<file path="src/cartesian_grid_rank_map_macros.svh">
// Assertion macros used by the rank map top level.
`ifndef CARTESIAN_GRID_RANK_MAP_MACROS_SVH
`define CARTESIAN_GRID_RANK_MAP_MACROS_SVH
`ifndef SYNTHESIS
`define CGRM_CHECK(lbl, ante, cons) \
  lbl: assert property (@(posedge clk) disable iff (!rst_n) (ante) |-> (cons)) \
    else $error("cgrm check failed");
`define CGRM_CHECK_NEXT(lbl, ante, cons) \
  lbl: assert property (@(posedge clk) disable iff (!rst_n) (ante) |=> (cons)) \
    else $error("cgrm check failed");
`else
`define CGRM_CHECK(lbl, ante, cons)
`define CGRM_CHECK_NEXT(lbl, ante, cons)
`endif
`endif

</file>
<file path="src/cgrm_pkg.sv">
// Shared types, constants and helpers of the Cartesian grid rank map.
package cgrm_pkg;

  localparam int MAX_DIMS  = 4;
  localparam int DIM_BITS  = 16;
  localparam int LANES     = 4;
  localparam int DIV_STEPS = 33;
  localparam int SEGS      = 5;
  localparam int TAIL      = 3;
  localparam int LATENCY   = SEGS * (DIV_STEPS + 1) + TAIL;

  typedef enum logic [1:0] {
    KIND_R2C   = 2'd0,
    KIND_C2R   = 2'd1,
    KIND_SHIFT = 2'd2,
    KIND_NONE  = 2'd3
  } kind_t;

  typedef enum logic [1:0] {
    ST_OK      = 2'd0,
    ST_NO_DIMS = 2'd1,
    ST_BAD_DIR = 2'd2
  } status_t;

  localparam logic [2:0] REG_NUM_DIMS   = 3'd0;
  localparam logic [2:0] REG_DIM_SIZES  = 3'd1;
  localparam logic [2:0] REG_PERIODIC   = 3'd2;
  localparam logic [2:0] REG_OWN_POS    = 3'd3;
  localparam logic [2:0] REG_OWN_RANK   = 3'd4;
  localparam logic [2:0] REG_NODE_COUNT = 3'd5;

  typedef struct packed {
    logic [2:0]                               nd;
    logic [MAX_DIMS-1:0][DIM_BITS-1:0]        sizes;
    logic [MAX_DIMS-1:0]                      per;
    logic [MAX_DIMS-1:0][DIM_BITS-1:0]        pos;
    logic [31:0]                              own_rank;
    logic [31:0]                              nodes;
  } cfg_t;

  // one restoring divider lane: partial remainder, dividend/quotient, divisor
  typedef struct packed {
    logic        act;
    logic [31:0] r;
    logic [32:0] q;
    logic [31:0] d;
  } lane_t;

  typedef struct packed {
    logic                              valid;
    kind_t                             kind;
    logic [31:0]                       rank;
    logic [MAX_DIMS-1:0][31:0]         coord;
    logic [3:0]                        dir;
    logic [31:0]                       disp;
    lane_t [LANES-1:0]                 lane;
    logic [MAX_DIMS-1:0][DIM_BITS-1:0] hold;
    logic [MAX_DIMS-1:0][DIM_BITS-1:0] cout;
    logic                              nn_zero;
  } word_t;

  typedef struct packed {
    logic                              valid;
    logic [31:0]                       rank_result;
    logic [MAX_DIMS-1:0][DIM_BITS-1:0] coord;
    logic [31:0]                       src_rank;
    logic                              src_null;
    logic [31:0]                       dst_rank;
    logic                              dst_null;
    status_t                           status;
  } res_t;

  function automatic logic [2:0] dims_used(input logic [2:0] nd);
    return (nd > 3'(MAX_DIMS)) ? 3'(MAX_DIMS) : nd;
  endfunction

  function automatic lane_t mk_lane(input logic [32:0] dvd, input logic [31:0] dvs);
    lane_t l;
    l.act = 1'b1;
    l.r   = '0;
    l.q   = dvd;
    l.d   = dvs;
    return l;
  endfunction

  function automatic logic [32:0] abs33(input logic [33:0] v);
    logic [33:0] n;
    n = ~v + 34'd1;
    return v[33] ? n[32:0] : v[32:0];
  endfunction

  // own position moved by +disp (sub=0) or -disp (sub=1), 34-bit signed
  function automatic logic [33:0] shift_pos(input logic [DIM_BITS-1:0] p,
                                            input logic [31:0] disp, input logic sub);
    logic [33:0] px;
    logic [33:0] dx;
    px = {18'd0, p};
    dx = {{2{disp[31]}}, disp};
    return sub ? (px - dx) : (px + dx);
  endfunction

endpackage

</file>
<file path="src/cgrm_cell.sv">
// One divider cell: a single restoring step on every active lane.
module cgrm_cell (
  input  logic              clk,
  input  logic              rst_n,
  input  cgrm_pkg::word_t   w_in,
  output cgrm_pkg::word_t   w_out
);

  cgrm_pkg::word_t w_r;
  cgrm_pkg::word_t w_nxt;

  always_comb begin
    logic [32:0] trial;
    logic        ge;
    w_nxt = w_in;
    for (int l = 0; l < cgrm_pkg::LANES; l++) begin
      trial = {w_in.lane[l].r, w_in.lane[l].q[32]};
      ge    = trial >= {1'b0, w_in.lane[l].d};
      if (w_in.lane[l].act) begin
        w_nxt.lane[l].r = ge ? 32'(trial - {1'b0, w_in.lane[l].d}) : trial[31:0];
        w_nxt.lane[l].q = {w_in.lane[l].q[31:0], ge};
      end
    end
  end

  always_ff @(posedge clk) begin
    w_r <= w_nxt;
    if (!rst_n) begin
      w_r.valid <= 1'b0;
    end
  end

  assign w_out = w_r;

endmodule

</file>
<file path="config.mk">
export PLATFORM = sky130hd
export DESIGN_NAME = cgrm_cell
export DESIGN_NICKNAME = d
export VERILOG_FILES = /design/src/cartesian_grid_rank_map_macros.svh /design/src/cgrm_pkg.sv /design/src/cgrm_cell.sv
export SDC_FILE = /design/constraint.sdc
export NUM_CORES = 1
export LEC_CHECK = 0
export ABC_AREA = 0
export BUFFER_PORTS_ARGS = -buffer_cell sky130_fd_sc_hd__clkbuf_2
export CAP_MARGIN = 40
export CELL_PAD_IN_SITES_DETAIL_PLACEMENT = 1
export CELL_PAD_IN_SITES_GLOBAL_PLACEMENT = 1
export CORE_AREA = 5 5 552 554
export CTS_CLUSTER_SIZE = 8
export DETAILED_ROUTE_END_ITERATION = 10
export DIE_AREA = 0 0 557 559
export GPL_TIMING_DRIVEN = 0
export PLACE_DENSITY_LB_ADDON = 0.12
export SYNTH_ARGS = -nofsm -noshare
export SYNTH_HDL_FRONTEND = slang
export SYNTH_SLANG_ARGS = --single-unit
</file>
<file path="constraint.sdc">
create_clock -name clk -period 3.6 [get_ports clk]
set_input_delay 0.36 -clock clk [delete_from_list [all_inputs] [get_ports clk]]
set_output_delay 0.36 -clock clk [all_outputs]
set_load 0.02 [all_outputs]
</file>
==> impl_metrics.csv <==
group,metric,value,unit
run_status,status,"finished, final reports clean",
die,ios,1442,
synthesis,synth_nets,3266,
cells_and_area,drive_gt1_frac,0.375,
global_routing,grt_antenna_before_repair,113,
cells_and_area,syn2layout_area_growth,91.6,%
global_routing,grt_pass1_vias,30300,
clock_tree,cts_max_level,3,
clock_tree,clk_pin_slew,0.05,ns
power_and_ir_drop,p_leak,22.6,nW
cells_and_area,largest_register_ff_count,720,
global_routing,grtUsageTotal,0.130,
routing,drt-vias-per-instance,3.12,
worst_setup_path,worst-setup-path-type,"primary input to register",
routing,drt-pass1-iter-count,6,
routing,ant_nets,0,
sta,relSlewSlack,0.318,
synthesis,synth.avg_cell_area,10.6,um^2
placement,place.detailed.hpwl,182,mm
global_routing,grt_max_degree,19,
cells_and_area,fin_nets,5607,
synthesis,synth_top_area_cell,"dfxtp_1",
sta,setup_violations,0,
synthesis,seq_area_frac_synth,0.561,
power_and_ir_drop,power,24.7,mW
sta,max_freq,283,MHz
die,die-width,557,um
clock_tree,cts_buffer_depth,4,
sta,rsz0062_at_grt,"no",
routing,wl_met2,96.3,mm
synthesis,syn_inst,2412,
clock_tree,cts_buffers,115,
worst_setup_path,critPathCaptureType,"register",
sta,period_share,0.982,
cells_and_area,multi_input_area,10400,um^2
clock_tree,clockRootBuffer,"clkbuf_16",
synthesis,ys_seq_elements,720,
cells_and_area,fin_cells,8792,
routing,routedWlPerCell,24.0,um
clock_tree,cts_tree,"built",
clock_tree,cts_num_sinks,720,
routing,drt_iter0_drc,943,
die,start_util,0.0859,
global_routing,grt_pass1_wl,275,mm
global_routing,grt_overflow_total,0,
die,die_h,559,um
synthesis,synth.area.top_cells,"dfxtp_1 (56%), ha_1 (6.2%), mux2_2 (5.8%)",
sta,fin_crit,3.54,ns
synthesis,syn_area,25700,um^2
routing,maxUsedRoutingLayer,"met5",
placement,gp_congestion,0.780,
synthesis,yosysTopAreaCellShare,0.561,
worst_setup_path,startpoint_type,"primary input",
worst_setup_path,worst_ep_arrival_time,4.33,ns
die,coreArea,299000,um^2
worst_hold_path,hp-class,"primary input to register",
routing,route.met3.wl,23.6,mm
routing,wl,211,mm
placement,io_buffer_count,1441,
synthesis,synth.distinct_cells,80,
worst_setup_path,critPathMaxFanout,6,
run,cap_violations,0,
synthesis,synth_edf_count,0,
synthesis,yosysWarnings,0,
cells_and_area,register_area,14400,um^2
synthesis,synth_flop_cell,"dfxtp_1",
sta,hold_violations,0,
synthesis,synthArstFlopShare,0,
die,die_area,311000,um^2
power_and_ir_drop,ir_worst_vdd,339,uV
sta,worstMarginPinSlew,1.01,ns
sta,finalMaxSlewViolations,0,
routing,wl_met1,85.4,mm
worst_setup_path,worstPathRequired,4.39,ns
routing,vias,27400,
die,num_rows,201,
routing,route.detailed.drc,0,
power_and_ir_drop,cellPowerDensity,502,nW/um^2
placement,dp.cells,7816,
cells_and_area,fill_cells,35100,
==> metrics by stage <==
step	util	setup slack [ns]	setup TNS, ns	area (um^2)	hold slack [ns]
2_1_floorplan	-	0.633	0	25700	0.388
3_3_place_gp	0.127	-0.900	-30.94	37800	0.463
3_5_place_dp	0.127	-0.925	-26.95	37900	0.464
4_1_cts	0.164	0.00581	0	49000	0.00294
5_1_grt	0.165	0.0145	0	49200	0.0227
6_report	0.165	0.0645	0	49200	0.0494
==> per-layer routing <==
| metal | track usage | up-vias |
|---|---|---|
| li1 | - | 13000 |
| met1 | 0.149 | 13000 |
| met2 | 0.214 | 1100 |
| met3 | 0.0632 | 304 |
| met4 | 0.0354 | 22 |
| met5 | 0 | - |
==> power breakdown <==
group	switching [mW]	internal, mW	total, mW	leakage [nW]
clock	4.23	6.16	10.4	1.64
combinational	3.34	2.17	5.51	14.9
sequential	0.234	8.59	8.82	6.08
total	7.80	16.9	24.7	22.6
==> critical path, stage by stage <==
cell and delay (ns):
clkbuf_2 0.10, inv_1 0.11, ha_1 0.39, o21a_1 0.14, o31a_1 0.20, o21ai_1 0.24
o31ai_1 0.91, a21oi_2 0.23, o211ai_2 0.30, nand2_4 0.16, or3_4 0.43, a31oi_1 0.17
dlygate4sd3_1 0.55
==> synth_stat cells, types with 4 or more instances <==
cell	number
nand3_1	30
o221ai_1	7
xor2_1	45
o21ai_0	81
and3_1	17
a31oi_1	51
a211oi_1	7
nand4_1	22
or3_1	10
a311oi_1	5
a21oi_1	205
o31a_1	5
o21ai_1	5
nand2b_1	12
mux2i_1	57
a21o_1	66
nor2b_1	25
o211ai_1	8
xnor2_1	61
mux2_2	132
nor3_1	16
inv_1	167
buf_4	8
o21a_1	16
nor2_1	179
ha_1	128
o31ai_1	5
and2_1	12
nor4_1	5
dfxtp_1	720
buf_2	11
fa_1	4
o21bai_1	16
clkbuf_1	56
a221o_1	5
a311o_1	4
or2_2	7
nand2_1	139
buf_1	4
==> path summary, 6_finish.rpt <==
path | start | endpoint | slack (ns) | cells past startpoint
max | w_in[132] | w_out[198] | 0.06 | 13
min | w_in[379] | w_out[379] | 0.05 | 2
==> area by class of cell <==
type                       count  area share
antenna                       38     0.00193
buffer                        80     0.00758
clock buffer                 140      0.0630
clock inverter                20     0.00447
inverter                     168      0.0129
multi-input combinational   1444       0.211
sequential                   720       0.293
tap                         3958       0.101
timing repair buffer        2224       0.306
==> cells by family after synthesis <==
kind of cell / after synthesis / share of synthesized area
AOI/OAI and AO/OA: 531 / 0.133
xor gates and xnor gates: 106 / 0.0361
adders and majority gates: 132 / 0.0655
buffers and inverters: 248 / 0.0383
DFF: 720 / 0.561
muxes: 189 / 0.0801
and+or+nand+nor: 486 / 0.0860
==> layout by cell type, fill, tap and decap left out, drive strengths merged, types with 6 or more instances in the layout <==
master and instances:
nand4 22, clkbuf 1640, xnor2 61, a21oi 207, nand2 140, a31oi 51, clkinv 14, nor3 16
xor2 45, o31ai 6, a21o 66, ha 128, o21a 16, nand3 30, o21bai 17, nor2b 25
or3 10, a311oi 6, mux2 132, nand2b 12, dfxtp 720, o221ai 8, dlygate4sd3 774, inv 169
mux2i 57, buf 30, and3 17, diode 38, or2 8, o211ai 9, nor2 181, o21ai 89
and2 12, a211oi 8
==> what timing repair did <==
action / CTS / global route
setup buffers: 0 / 4
gates resized for setup: 1 / 26
endpoints found under the setup margin: 1 / 25
hold endpoints to repair: 719 / 0
pin swaps: 0 / 4
hold buffers: 774 / 0
Power figures use the tool's default switching activity.
