--- src/cartesian_grid_rank_map_macros.svh ---
// Assertion macros used by the rank map top level.
`ifndef CARTESIAN_GRID_RANK_MAP_MACROS_SVH
`define CARTESIAN_GRID_RANK_MAP_MACROS_SVH
`ifndef SYNTHESIS
`define CGRM_CHECK(lbl, ante, cons) \
  lbl: assert property (@(posedge clk) disable iff (!rst_n) (ante) |-> (cons)) \
    else $error("cgrm check failed");
`define CGRM_CHECK_NEXT(lbl, ante, cons) \
  lbl: assert property (@(posedge clk) disable iff (!rst_n) (ante) |=> (cons)) \
    else $error("cgrm check failed");
`else
`define CGRM_CHECK(lbl, ante, cons)
`define CGRM_CHECK_NEXT(lbl, ante, cons)
`endif
`endif

--- src/cgrm_pkg.sv ---
// Shared types, constants and helpers of the Cartesian grid rank map.
package cgrm_pkg;

  localparam int MAX_DIMS  = 4;
  localparam int DIM_BITS  = 16;
  localparam int LANES     = 4;
  localparam int DIV_STEPS = 33;
  localparam int SEGS      = 5;
  localparam int TAIL      = 3;
  localparam int LATENCY   = SEGS * (DIV_STEPS + 1) + TAIL;

  typedef enum logic [1:0] {
    KIND_R2C   = 2'd0,
    KIND_C2R   = 2'd1,
    KIND_SHIFT = 2'd2,
    KIND_NONE  = 2'd3
  } kind_t;

  typedef enum logic [1:0] {
    ST_OK      = 2'd0,
    ST_NO_DIMS = 2'd1,
    ST_BAD_DIR = 2'd2
  } status_t;

  localparam logic [2:0] REG_NUM_DIMS   = 3'd0;
  localparam logic [2:0] REG_DIM_SIZES  = 3'd1;
  localparam logic [2:0] REG_PERIODIC   = 3'd2;
  localparam logic [2:0] REG_OWN_POS    = 3'd3;
  localparam logic [2:0] REG_OWN_RANK   = 3'd4;
  localparam logic [2:0] REG_NODE_COUNT = 3'd5;

  typedef struct packed {
    logic [2:0]                               nd;
    logic [MAX_DIMS-1:0][DIM_BITS-1:0]        sizes;
    logic [MAX_DIMS-1:0]                      per;
    logic [MAX_DIMS-1:0][DIM_BITS-1:0]        pos;
    logic [31:0]                              own_rank;
    logic [31:0]                              nodes;
  } cfg_t;

  // one restoring divider lane: partial remainder, dividend/quotient, divisor
  typedef struct packed {
    logic        act;
    logic [31:0] r;
    logic [32:0] q;
    logic [31:0] d;
  } lane_t;

  typedef struct packed {
    logic                              valid;
    kind_t                             kind;
    logic [31:0]                       rank;
    logic [MAX_DIMS-1:0][31:0]         coord;
    logic [3:0]                        dir;
    logic [31:0]                       disp;
    lane_t [LANES-1:0]                 lane;
    logic [MAX_DIMS-1:0][DIM_BITS-1:0] hold;
    logic [MAX_DIMS-1:0][DIM_BITS-1:0] cout;
    logic                              nn_zero;
  } word_t;

  typedef struct packed {
    logic                              valid;
    logic [31:0]                       rank_result;
    logic [MAX_DIMS-1:0][DIM_BITS-1:0] coord;
    logic [31:0]                       src_rank;
    logic                              src_null;
    logic [31:0]                       dst_rank;
    logic                              dst_null;
    status_t                           status;
  } res_t;

  function automatic logic [2:0] dims_used(input logic [2:0] nd);
    return (nd > 3'(MAX_DIMS)) ? 3'(MAX_DIMS) : nd;
  endfunction

  function automatic lane_t mk_lane(input logic [32:0] dvd, input logic [31:0] dvs);
    lane_t l;
    l.act = 1'b1;
    l.r   = '0;
    l.q   = dvd;
    l.d   = dvs;
    return l;
  endfunction

  function automatic logic [32:0] abs33(input logic [33:0] v);
    logic [33:0] n;
    n = ~v + 34'd1;
    return v[33] ? n[32:0] : v[32:0];
  endfunction

  // own position moved by +disp (sub=0) or -disp (sub=1), 34-bit signed
  function automatic logic [33:0] shift_pos(input logic [DIM_BITS-1:0] p,
                                            input logic [31:0] disp, input logic sub);
    logic [33:0] px;
    logic [33:0] dx;
    px = {18'd0, p};
    dx = {{2{disp[31]}}, disp};
    return sub ? (px - dx) : (px + dx);
  endfunction

endpackage

--- src/cgrm_seam.sv ---
// Segment boundary: collects finished divider results and loads the next divisions.
module cgrm_seam (
  input  logic              clk,
  input  logic              rst_n,
  input  logic [2:0]        seg,
  input  cgrm_pkg::cfg_t    cfg,
  input  cgrm_pkg::word_t   w_in,
  output cgrm_pkg::word_t   w_out
);

  cgrm_pkg::word_t w_r;
  cgrm_pkg::word_t w_nxt;

  always_comb begin
    logic [31:0] nn;
    logic [31:0] rem;
    logic [1:0]  kidx;
    logic [1:0]  pidx;
    logic [1:0]  didx;
    w_nxt = w_in;
    nn    = '0;
    rem   = '0;
    kidx  = seg[1:0];
    pidx  = 2'(seg - 3'd1);
    didx  = w_in.dir[1:0];
    if (seg == 3'd0) begin
      for (int l = 0; l < cgrm_pkg::LANES; l++) begin
        w_nxt.lane[l] = '0;
      end
      unique case (w_in.kind)
        cgrm_pkg::KIND_R2C: begin
          w_nxt.lane[0] = cgrm_pkg::mk_lane({1'b0, cfg.nodes}, {16'd0, cfg.sizes[0]});
        end
        cgrm_pkg::KIND_C2R: begin
          for (int l = 0; l < cgrm_pkg::LANES; l++) begin
            w_nxt.lane[l] = cgrm_pkg::mk_lane(
                cgrm_pkg::abs33({{2{w_in.coord[l][31]}}, w_in.coord[l]}),
                {16'd0, cfg.sizes[l]});
          end
        end
        cgrm_pkg::KIND_SHIFT: begin
          for (int l = 0; l < cgrm_pkg::LANES; l++) begin
            w_nxt.lane[l] = cgrm_pkg::mk_lane({17'd0, cfg.pos[l]}, {16'd0, cfg.sizes[l]});
          end
        end
        default: ;
      endcase
    end else begin
      unique case (w_in.kind)
        cgrm_pkg::KIND_R2C: begin
          // node count left after dividing out the previous dimension
          nn = (cfg.sizes[pidx] == '0) ? '0 : w_in.lane[0].q[31:0];
          if (seg >= 3'd2) begin
            w_nxt.cout[2'(seg - 3'd2)] = w_in.nn_zero ? '0 : w_in.lane[1].q[15:0];
            rem = w_in.lane[1].r;
          end else begin
            rem = w_in.rank;
          end
          w_nxt.lane[1] = cgrm_pkg::mk_lane({1'b0, rem}, nn);
          if (seg < 3'd4) begin
            w_nxt.lane[0] = cgrm_pkg::mk_lane({1'b0, nn}, {16'd0, cfg.sizes[kidx]});
          end else begin
            w_nxt.lane[0] = '0;
          end
          w_nxt.nn_zero = (nn == '0);
        end
        cgrm_pkg::KIND_C2R, cgrm_pkg::KIND_SHIFT: begin
          if (seg == 3'd1) begin
            for (int l = 0; l < cgrm_pkg::LANES; l++) begin
              w_nxt.hold[l] = w_in.lane[l].r[15:0];
              w_nxt.lane[l] = '0;
            end
            if (w_in.kind == cgrm_pkg::KIND_SHIFT) begin
              w_nxt.lane[0] = cgrm_pkg::mk_lane(cgrm_pkg::abs33(
                  cgrm_pkg::shift_pos(cfg.pos[didx], w_in.disp, 1'b0)),
                  {16'd0, cfg.sizes[didx]});
              w_nxt.lane[1] = cgrm_pkg::mk_lane(cgrm_pkg::abs33(
                  cgrm_pkg::shift_pos(cfg.pos[didx], w_in.disp, 1'b1)),
                  {16'd0, cfg.sizes[didx]});
            end
          end else begin
            // shifted-position divisions are done: park the lanes to the tail
            for (int l = 0; l < cgrm_pkg::LANES; l++) begin
              w_nxt.lane[l].act = 1'b0;
            end
          end
        end
        default: ;
      endcase
    end
  end

  always_ff @(posedge clk) begin
    w_r <= w_nxt;
    if (!rst_n) begin
      w_r.valid <= 1'b0;
    end
  end

  assign w_out = w_r;

endmodule

--- config.mk ---
export PLATFORM = sky130hd
export DESIGN_NAME = cgrm_seam
export DESIGN_NICKNAME = d
export VERILOG_FILES = /design/src/cartesian_grid_rank_map_macros.svh /design/src/cgrm_pkg.sv /design/src/cgrm_seam.sv
export SDC_FILE = /design/constraint.sdc
export NUM_CORES = 1
export LEC_CHECK = 0
export ABC_AREA = 1
export ABC_CLOCK_PERIOD_IN_PS = 5100
export BUFFER_PORTS_ARGS = -buffer_cell sky130_fd_sc_hd__buf_2
export CORE_AREA = 2 2 637 639
export CTS_BUF_LIST = sky130_fd_sc_hd__clkbuf_16
export CTS_CLUSTER_SIZE = 16
export DETAILED_ROUTE_END_ITERATION = 10
export DIE_AREA = 0 0 639 641
export GPL_TIMING_DRIVEN = 0
export SYNTH_ARGS = -nofsm -noshare
export SYNTH_HDL_FRONTEND = slang
export SYNTH_SLANG_ARGS = --single-unit
--- constraint.sdc ---
create_clock -name clk -period 5.1 [get_ports clk]
set_input_delay 0.51 -clock clk [delete_from_list [all_inputs] [get_ports clk]]
set_output_delay 0.51 -clock clk [all_outputs]
set_load 0.02 [all_outputs]
==> qor.csv <==
stage;metric;value;unit
cts;Max clock buf depth;4;
floorplan;core area;402000;sq um
cts;post-CTS setup buffer count;0;
cells_and_area;Syn-to-layout area delta;73.04;%
timing;Hold Vio Cnt, Final;0;
timing;setup violators final;1;
yosys;register area share after synthesis;42.46;%
grt;total congestion overflow;0;
timing;setup ws final;-37.88;ps
placement;dpl cell area;48870;sq um
yosys;top-area cell type share of the netlist area;42.46;%
routing;Routed Antenna Nets;0;
power_and_ir_drop;Pleak;27.06;nW
placement;post-DP HPWL;427300;microns
hold_path;HP Start;w_in[16];
cts;Worst-path clk slew;60;ps
power_and_ir_drop;IR drop worst, VDD;0.3093;mV
setup_path;crit-path leading delay family;buffers and inverters;
routing;Initial DRC Count;5505;
routing;DR vias/cell;3.803;
floorplan;Die H;641;microns
power_and_ir_drop;Sw Pwr;7.958;mW
grt;vias in the first global route;45750;
cts;clock sinks;720;
timing;fin. max-slew vios;2;
power_and_ir_drop;switch share;39.30;%
yosys;EDFF count, synth;0;
yosys;Area contributors post-synth;dfxtp_1, nand2_1, o21ai_0;
cts;CTS tree;done;
yosys;Synth async-reset ratio;0;%
yosys;Syn Area/Cell;6.880;sq um
setup_path;required time worst endpoint;5880;ps
yosys;Synth Flop Type;dfxtp_1;
timing;RSZ-0062 raised after global routing;no;
yosys;Yosys warnings;0;
cts;H-Tree Depth;3;
routing;vias;48550;
grt;global-route met1 utilization;23.74;%
outcome;run status;complete, but fails checks;
setup_path;CP max-delay cell;clkbuf_1;
yosys;Synth area leader;dfxtp_1;
cts;CTS Root Cell;clkbuf_16;
hold_path;Hold/Removal Path Class;input pin to flop;
grt;GR met2 Demand/Resource;36.24;%
floorplan;std cell rows;233;
yosys;Syn Nets;5906;
power_and_ir_drop;share of power burned in the clock network;40.4;%
hold_path;hold path endpoint;w_out[16]$_DFF_P_;
cells_and_area;Finished Cell Area;58740;sq um
setup_path;Crit Path Max Fanout;18;
cells_and_area;Final nets;8188;
setup_path;Max stage delay on crit path;920;ps
power_and_ir_drop;sequential power share;31.0;%
routing;WL/cell;37.54;microns
floorplan;die area;409600;sq um
yosys;Synth Cell Area;33950;sq um
floorplan;I/O pins;1644;
outcome;failing checks;max-capacitance violations, max-slew violations, negative setup slack;
timing;part of the cycle the worst path needs;100.7;%
yosys;synth unique cells;62;
yosys;Mapped Cells;4934;
setup_path;critical setup path kind;input pin to flop;
power_and_ir_drop;Logic pwr share;28.7;%
grt;GRT Total Usage;22.36;%
setup_path;Critical Path Most Common Cell;clkbuf_1;
routing;Detailed Route WL;479200;microns
yosys;number of synthesized register bits;720;
cells_and_area;fill cell total of the finished layout;46640;
timing;setup TNS;-37.88;ps
placement;GPL Wtd Cong;1.005;
timing;Period minus WS final;5138;ps
cells_and_area;commonest non-fill, non-tap cell in the layout;buf_2;
setup_path;Critical Path AT;5910;ps
job;maxcap violations;2;
timing;Fmax;194.6;MHz
cells_and_area;max FFs per register;720;
floorplan;Initial Utilization;8.444;%
grt;first-pass GRT wire length;571200;microns
power_and_ir_drop;P_int;12.29;mW
grt;met3 Usage GRT;9.039;%
grt;largest net degree at the start of global routing;20;
setup_path;worst-path cell chain;buf_2 > clkbuf_1 > clkinv_1 > ha_1 > inv_1 > nor2_2 > inv_2 > nor2_1 > inv_2 > clkbuf_1 > clkbuf_1 > nand3_1 > o21ai_0;
setup_path;Buf+Inv Stages, Crit Path;8;
grt;busiest layer in global routing;met2;
floorplan;Die W;639;microns
cells_and_area;most frequent cells in the layout;buf_2, nand2_1, dfxtp_1, dlygate4sd3_1, o21ai_0;
timing;worst rel slew slack;-4.196;%
routing;DRC viols;0;
routing;DRT Pass-1 Iters;6;
timing;Worst-Margin Slew;1547;ps
grt;initial antenna violation count;235;
cts;CTS Buf Count;107;
power_and_ir_drop;Power per Cell Area;344.7;nW/um^2
hold_path;Worst Hold Depth;3;
power_and_ir_drop;Total Power;20.25;mW
setup_path;critical path startpoint category;input pin;
setup_path;Setup crit end kind;flop;
placement;Port-buffer cells;1604;
cells_and_area;fraction of layout cells with a size suffix above 1;27.30;%
-- power by group through the flow --
stage | Combinational (mW) | Sequential (mW) | Clock (mW)
after global routing | 6.02 | 6.30 | 8.58
after global placement | 5.31 | 6.39 | 0
after detailed placement | 5.30 | 6.39 | 0
final | 5.81 | 6.27 | 8.18
after CTS | 5.76 | 6.28 | 8.42
after floorplan | 1.44 | 6.89 | 0
-- through the flow --
| step | hold slack [ps] | setup WS [ps] | cells | utilization (%) |
|---|---|---|---|---|
| floorplan | 537.7 | 1242 | 4934 | - |
| global placement | 620.6 | -2476 | 11830 | 12.09 |
| detailed placement | 627.1 | -2253 | 11840 | 12.16 |
| CTS | 1.400 | 3.117 | 12590 | 14.49 |
| global route | 12.88 | 4.589 | 12700 | 14.57 |
| finish | 45.99 | -37.88 | 12770 | 14.61 |
-- repair_timing --
item | 4_1_cts | 5_1_grt
hold buffers | 560 | 0
resized for setup | 26 | 13
setup endpoints to repair | 78 | 29
hold endpoints to repair | 539 | 0
pin swaps | 0 | 0
-- per-layer routing --
metal | part of all wire, % | vias to the layer above
met5 | 0.16 | -
met4 | 8.4 | 44
met3 | 11 | 838
met2 | 45 | 3219
met1 | 36 | 23460
li1 | - | 20990
-- area by class of cell --
type / instances / area (sq um) / area share (%)
Inverter: 514 / 1936 / 3.295
Multi-Input combinational cell: 3434 / 16660 / 28.37
Clock buffer: 107 / 2678 / 4.558
Buffer: 262 / 1125 / 1.915
Tap cell: 5287 / 6615 / 11.26
Clock inverter: 86 / 1018 / 1.734
Antenna cell: 181 / 452.9 / 0.7711
Sequential cell: 720 / 14410 / 24.54
Timing Repair Buffer: 2177 / 13840 / 23.56
-- logic make-up (layout without fill, tap and decap cells) --
group	count (synthesis)	count (layout)	share of synthesized area [%]
AOI/OAI and AO/OA	1011	1011	16.58
buffers and inverters	780	3146	8.923
adders and majority gates	48	48	1.813
and+or+nand+nor	2349	2349	29.53
other	0	181	0
DFF	720	720	42.46
xor gates and xnor gates	26	26	0.6929
-- cells in the mapped netlist (9+ instances only) --
library cell,n
nand2_1,1210
dfxtp_1,720
o21ai_0,562
inv_1,489
nor2_1,463
nand3_1,372
a21oi_1,217
clkbuf_1,212
nor3_1,130
nand4_1,54
o22ai_1,48
ha_1,46
o21ai_1,29
nand2_2,25
buf_2,21
nor2_2,20
buf_1,19
nor4_1,19
o211ai_1,19
o21a_1,18
o221ai_1,18
xor2_1,18
o311ai_0,16
a32oi_1,15
inv_2,15
nor3_2,15
a22oi_1,11
nand3b_1,11
clkinv_1,10
o21bai_1,9
or2_2,9
-- worst max path at each step --
stage              start            endpoint  slack (ps)  cells past startpoint
2_1_floorplan  w_in[553]  w_out[287]$_DFF_P_        1240                     27
4_1_cts        w_in[717]  w_out[277]$_DFF_P_           3                     13
3_5_place_dp   w_in[553]  w_out[268]$_DFF_P_       -2250                     21
5_1_grt        w_in[554]  w_out[190]$_DFF_P_           5                     27
3_3_place_gp   w_in[553]  w_out[268]$_DFF_P_       -2480                     21
6_report          seg[1]  w_out[436]$_DFF_P_         -40                     13
(Power assumes the default switching activity.)
